$ cat src/hw/rtl/tsp_pkg.sv
// shared constants and phase codes for the trapezoid speed profile block
`default_nettype none
package tsp_pkg;
  localparam int SPD_W = 12;
  localparam int PH_W  = 2;
  localparam int Q_W   = 15;
  localparam int IDX_W = 2;

  localparam logic [PH_W-1:0] PH_ACCEL  = 2'd0;
  localparam logic [PH_W-1:0] PH_CRUISE = 2'd1;
  localparam logic [PH_W-1:0] PH_DECEL  = 2'd2;
  localparam logic [PH_W-1:0] PH_END    = 2'd3;

  localparam logic [IDX_W-1:0] CFG_RAMP_START = 2'd0;
  localparam logic [IDX_W-1:0] CFG_END_SPEED  = 2'd1;
  localparam logic [IDX_W-1:0] CFG_TOP_SPEED  = 2'd2;

  localparam logic [SPD_W-1:0] RST_RAMP_START = 12'd20;
  localparam logic [SPD_W-1:0] RST_END_SPEED  = 12'd0;
  localparam logic [SPD_W-1:0] RST_TOP_SPEED  = 12'd380;
endpackage
`default_nettype wire

$ cat src/hw/rtl/tsp_div.sv
// pipelined restoring divider, one quotient bit per stage
`default_nettype none
module tsp_div
  import tsp_pkg::*;
#(
  parameter int LW = 32
) (
  input  wire logic              clk,
  input  wire logic              rst_n,
  input  wire logic              en,
  input  wire logic              in_vld,
  input  wire logic [LW+Q_W-1:0] num,
  input  wire logic [LW-1:0]     den,
  input  wire logic [PH_W-1:0]   in_phase,
  output logic                   out_vld,
  output logic [Q_W-1:0]         quo,
  output logic [PH_W-1:0]        out_phase
);
  localparam int NW = LW + Q_W;

  logic [NW-1:0]   r_r  [Q_W+1];
  logic [LW-1:0]   d_r  [Q_W+1];
  logic [Q_W-1:0]  q_r  [Q_W+1];
  logic [PH_W-1:0] ph_r [Q_W+1];
  logic            v_r  [Q_W+1];

  always_comb begin
    r_r[0]  = num;
    d_r[0]  = den;
    q_r[0]  = '0;
    ph_r[0] = in_phase;
    v_r[0]  = in_vld;
  end

  for (genvar j = 0; j < Q_W; j++) begin : g_step
    localparam int SH = Q_W - 1 - j;
    logic [NW-1:0] sh;
    logic          ge;
    assign sh = NW'(d_r[j]) << SH;
    assign ge = r_r[j] >= sh;

    always_ff @(posedge clk) begin
      if (!rst_n) begin
        v_r[j+1] <= 1'b0;
      end else if (en) begin
        v_r[j+1] <= v_r[j];
      end
    end

    always_ff @(posedge clk) begin
      if (en) begin
        r_r[j+1]  <= ge ? r_r[j] - sh : r_r[j];
        d_r[j+1]  <= d_r[j];
        q_r[j+1]  <= {q_r[j][Q_W-2:0], ge};
        ph_r[j+1] <= ph_r[j];
      end
    end
  end

  assign out_vld   = v_r[Q_W];
  assign quo       = q_r[Q_W];
  assign out_phase = ph_r[Q_W];
endmodule
`default_nettype wire

$ cat config.mk
export PLATFORM = sky130hd
export DESIGN_NAME = tsp_div
export DESIGN_NICKNAME = d
export VERILOG_FILES = /design/src/hw/rtl/tsp_pkg.sv /design/src/hw/rtl/tsp_div.sv
export SDC_FILE = /design/constraint.sdc
export NUM_CORES = 2
export LEC_CHECK = 0
export BUFFER_PORTS_ARGS = -buffer_cell sky130_fd_sc_hd__buf_2
export CORE_MARGIN = 2
export CORE_UTILIZATION = 30
export CTS_BUF_LIST = sky130_fd_sc_hd__clkbuf_8
export DETAILED_ROUTE_END_ITERATION = 8
export PLACE_DENSITY = 0.52
export SETUP_SLACK_MARGIN = 0.4
export SYNTH_ARGS = -nofsm -noshare
export SYNTH_HDL_FRONTEND = slang
export SYNTH_SLANG_ARGS = --single-unit
$ cat constraint.sdc
create_clock -name clk -period 4 [get_ports clk]
set_clock_uncertainty 0.05 [all_clocks]
set_input_delay 0.4 -clock clk [delete_from_list [all_inputs] [get_ports clk]]
set_output_delay 0.4 -clock clk [all_outputs]
set_load 0.02 [all_outputs]
-- Word-level counts from Yosys, hierarchy flattened
Index checks and enable logic that the tools add are counted.
- eq/ne operators: 0
- multiply operators: 0
- add/sub/neg operators: 14
- reduce and logical (&&, ||, !) cells: 0
- muxes and demuxes: 14
- order comparisons: 15
- bitwise gates (word level): 0
- shift-type cells: 0
- divide/modulo/power cells: 0
- operator list (kind ; count):
    $mux W47 ; 14
    $ge A47 B32 Y1 ; 1
    $ge A47 B33 Y1 ; 1
    $ge A47 B34 Y1 ; 1
    $ge A47 B35 Y1 ; 1
    $ge A47 B36 Y1 ; 1
    $ge A47 B37 Y1 ; 1
    $ge A47 B38 Y1 ; 1
    $ge A47 B39 Y1 ; 1
    $ge A47 B40 Y1 ; 1
    $ge A47 B41 Y1 ; 1
    $ge A47 B42 Y1 ; 1
    $ge A47 B43 Y1 ; 1
    $ge A47 B44 Y1 ; 1
    $ge A47 B45 Y1 ; 1
    $ge A47 B46 Y1 ; 1
    $sub A47 B33 Y47 ; 1
    $sub A47 B34 Y47 ; 1
    $sub A47 B35 Y47 ; 1
    $sub A47 B36 Y47 ; 1
    $sub A47 B37 Y47 ; 1
    $sub A47 B38 Y47 ; 1
    $sub A47 B39 Y47 ; 1
    $sub A47 B40 Y47 ; 1
    other kinds (6) ; 6
- register bits after elaboration: 1271
- input port bits: 85
- bits in writable memories: 0
- memories kept: 0
- logic and storage cells: 116
- latch bits: 0
- output and inout port bits: 18
- ROM bits: 0

-- Longest topological paths before layout
- depth in word-level cells: 2
- mapped depth: 16
- mapped depth without buffers: 14

-- Worst setup path before layout
No wires, ideal clock.
- path kind: register -> register
- start: reg r_r[575] in the netlist's numbering
- end: reg r_r[542] in the netlist's numbering (data pin)
- data arrival time: 3359 ps
- library setup time: 260 ps
- stages on the path, launching flop included: 16
- setup slack: 331 ps
- data required time: 3690 ps
- path buffers: 2
- cell sequence: edfxtp_1 inv_1 ha_1 inv_1 fa_1 a211oi_1 o211ai_1 nand3_1 o221a_2 o21ai_1 a21bo_2 a211o_1 or2_2 buf_2 buf_2 mux2_2
- word-level cells in the longest chain between the ends: 2
- elaborated cells on any way between the ends: 3
- RTL lines (element ; line ; text):
    start, declared ; tsp_div.sv:21 ; logic [NW-1:0] r_r [Q_W+1];
    start signal, assigned by index ; tsp_div.sv:52 ; r_r[j+1] <= ge ? r_r[j] - sh : r_r[j];
    $sub A47 B43 Y47 or $ge A47 B43 Y1 (tied branches) ; tsp_div.sv:52, tsp_div.sv:40 ;
    $mux W47 (*) ; tsp_div.sv:52 ;
Mark *: on every way between the ends. The rest lies on a longest branch, timed or not.
A chain may end at the register's enable or synchronous reset.

-- Worst setup path in the final report
- start: reg r_r[383] in the netlist's numbering
- end: reg r_r[371] in the netlist's numbering (data pin)
- word-level cells in the longest chain between the ends: 2
- elaborated cells on any way between the ends: 3
- RTL lines (element ; line):
    $sub A47 B39 Y47 or $ge A47 B39 Y1 (tied branches) ; tsp_div.sv:52, tsp_div.sv:40
    $mux W47 (*) ; tsp_div.sv:52
Marks and branches as above.

==> out/metrics.yaml <==
max_freq_ghz: 0.263
ios: 103
grt-ovfl-total: 0
rsz0062_at_grt: "yes"
layout_worst_path_cycle_share_pct: 95.2
start_util_pct: 30.1
ys_types: 96
avgSynthCellArea_sq_um: 11.0
mostFrequentLayoutCells: "1256 x edfxtp_1, 665 x inv_1, 536 x a21oi_1, 463 x ha_1, 413 x nand2_1"
fin_ws_ns: 0.192
slowest_stage: "edfxtp_1"
yosys_register_bits: 1271
path_cells: "inv_1 -> ha_2 -> inv_2 -> fa_2 -> a211oi_2 -> o211ai_1 -> a41oi_1 -> buf_4 -> o21a_1 -> o21ai_1 -> buf_4 -> a31o_4 -> a31oi_4 -> buf_6 -> o211ai_4 -> buf_12 -> buf_16 -> buf_12 -> nand4_1 -> xnor2_1"
hold_viol: 0
dpl-instance-area_sq_um: 77800
worst_slew_pin_slew_ns: 1.01
place_ws_ns: -0.114
layout_commonest_cell: "edfxtp_1"
grt_pass1_wl_um: 285000
outcome: "finished clean"
synth_top_area_share_pct: 52.7
finalPower_mw: 59.6
area_growth_pct: 21.2
critPathCaptureType: "register"
core_sq_um: 238000
vias: 51100
wirelength_um: 186000
holdPathStages: 2
power_density_nw_per_um2: 687
synth_enable_flop_cells: 1256
syn_area_sq_um: 71600
regArea_sq_um: 38000
setup_viol: 0
fillerInstances: 23200
die_area_sq_um: 243000
yosysWarningCount: 0
firstDrtPassIters: 5
drc: 0
cts.clk_slew.worst_paths_ns: 0.06
die_y_um: 493
drt_iter0_drc: 2712
wl_per_cell_um: 17.6
numPortBuffers: 102
die_w_um: 493
grt_use_total_pct: 14.7
cp.required_ns: 4.64
grt_max_degree: 166
fin_area_sq_um: 86800
arrival_ns: 4.45
grt_pass1_vias: 52300
place_congestion: 0.903
max_stage_delay_ns: 0.37
cts_tree: "yes"
synthCells: 6525
synthFlopType: "edfxtp_1"
std_cell_rows: 179
path_class: "register to register"
cts_sinks: 1271
multi_input_area_sq_um: 32400
slew-limit-headroom_pct: 32.4
numCtsBuffers: 228
yosys.area.top_type: "edfxtp_1"
clockRootBuffer: "clkbuf_8"
nNetsFinal: 7760
synthTopCellsByArea: "edfxtp_1 53%, ha_1 8.4%, a21oi_1 4.1%"
via_per_inst: 4.85
power_leakage_nw: 34.5
place_hpwl_um: 138000
timing.final.crit_period_ns: 3.81
crit_path_max_fanout: 5
seq_area_frac_synth_pct: 53.1
h-tree-depth: 4
peakVddDrop_v: 0.000305
r2r_cells: 20
synthArstFlopShare_pct: 0
startpoint_type: "register"
syn-num-nets: 7104
maxCapViolCount: 0
drive_gt1_share_pct: 17.2
maxSlewViolCount: 0
detail-route-antenna-nets: 0
clk_latency_ns: 0.98
cts_max_path_buffers: 3
hp-class: "primary input to register"
grt_antenna_before_repair: 3
[critical path, delay by kind of cell (launching register included)]
kind / cells / cell delay [ns]
buffers and inverters: 8 / 1.03
and+or+nand+nor: 1 / 0.09
xor gates and xnor gates: 1 / 0.07
adders and majority gates: 2 / 0.52
DFF: 1 / 0.37
AOI/OAI and AO/OA: 8 / 1.42
[registers in the layout, summed over array words and instances (netlist names)]
name	flops
d_r	448
out_phase	2
q_r	105
v_r	14
quo	15
out_vld	1
r_r	658
ph_r	28
[final timing paths]
path	endpoint	startpoint	slack (ns)
worst max-delay path	r_r[371]$_DFFE_PP_	r_r[383]$_DFFE_PP_	0.19
worst max register to register	r_r[371]$_DFFE_PP_	r_r[383]$_DFFE_PP_	0.19
worst min register to register	q_r[69]$_DFFE_PP_	q_r[83]$_DFFE_PP_	0.33
worst min-delay path	d_r[463]$_DFFE_PP_	den[15]	0.14
[report_power, final]
| group | internal (mW) | switching, mW | total [mW] |
|---|---|---|---|
| combinational | 11.8 | 14.5 | 26.4 |
| sequential | 19.1 | 2.19 | 21.3 |
| clock | 6.31 | 5.67 | 12.0 |
[kinds of logic after synthesis]
logic type / share of synthesized area, %
xor+xnor: 5.87
compound gates: 15.1
flops: 53.1
buf+inv: 4.36
fa+ha+maj: 8.78
simple gates: 11.0
mux: 1.73
[cells in the mapped netlist (all sizes together) (39+ instances only)]
| cell | number |
|---|---|
| nor4 | 64 |
| and3 | 44 |
| xnor2 | 281 |
| edfxtp | 1256 |
| buf | 49 |
| a21o | 248 |
| nor2b | 74 |
| o21a | 63 |
| o21bai | 57 |
| xor2 | 199 |
| nand2b | 61 |
| o211ai | 39 |
| nor3 | 90 |
| nand2 | 447 |
| o21ai | 425 |
| inv | 614 |
| a21oi | 583 |
| ha | 480 |
| a31oi | 52 |
| nor2 | 448 |
| nand3 | 125 |
| o31ai | 39 |
| mux2 | 93 |
| clkbuf | 141 |
| nand4 | 101 |
[per-stage QoR]
stage	TNS, ns	hold slack, ns	utilization [%]	instances
after floorplan	0	0.350	-	6525
after global placement	-1.61	0.351	32.8	9886
after detailed placement	-0.677	0.355	32.8	9886
after CTS	0	0.00303	35.7	10500
after global routing	0	0.0330	36.5	10500
final	0	0.144	36.5	10500
[cell type report]
class / instances / share of cell area (%)
diodes: 5 / 0.0144
clock buffers: 229 / 3.63
clock inverters: 183 / 1.49
inverters: 614 / 2.66
multi-input cells: 4451 / 37.3
flip-flops and latches: 1271 / 43.8
well taps: 3167 / 4.56
repair buffers: 615 / 6.55
[metal layers]
layer,GRT usage (%),wire [um],vias up
met1,15.6,71500,24300
met3,2.30,5740,439
met4,8.09,9650,0
li1,-,-,25400
met5,0,0,-
met2,27.5,98800,1013
[timing repair]
action,in CTS,in global routing
resized for setup,164,359
buffers inserted,41,56
hold endpoints to repair,494,0
pin swaps,56,130
hold buffers,111,0
endpoints found under the setup margin,359,387
gates cloned,13,11
No activity file was read; power rests on OpenSTA's default activity.
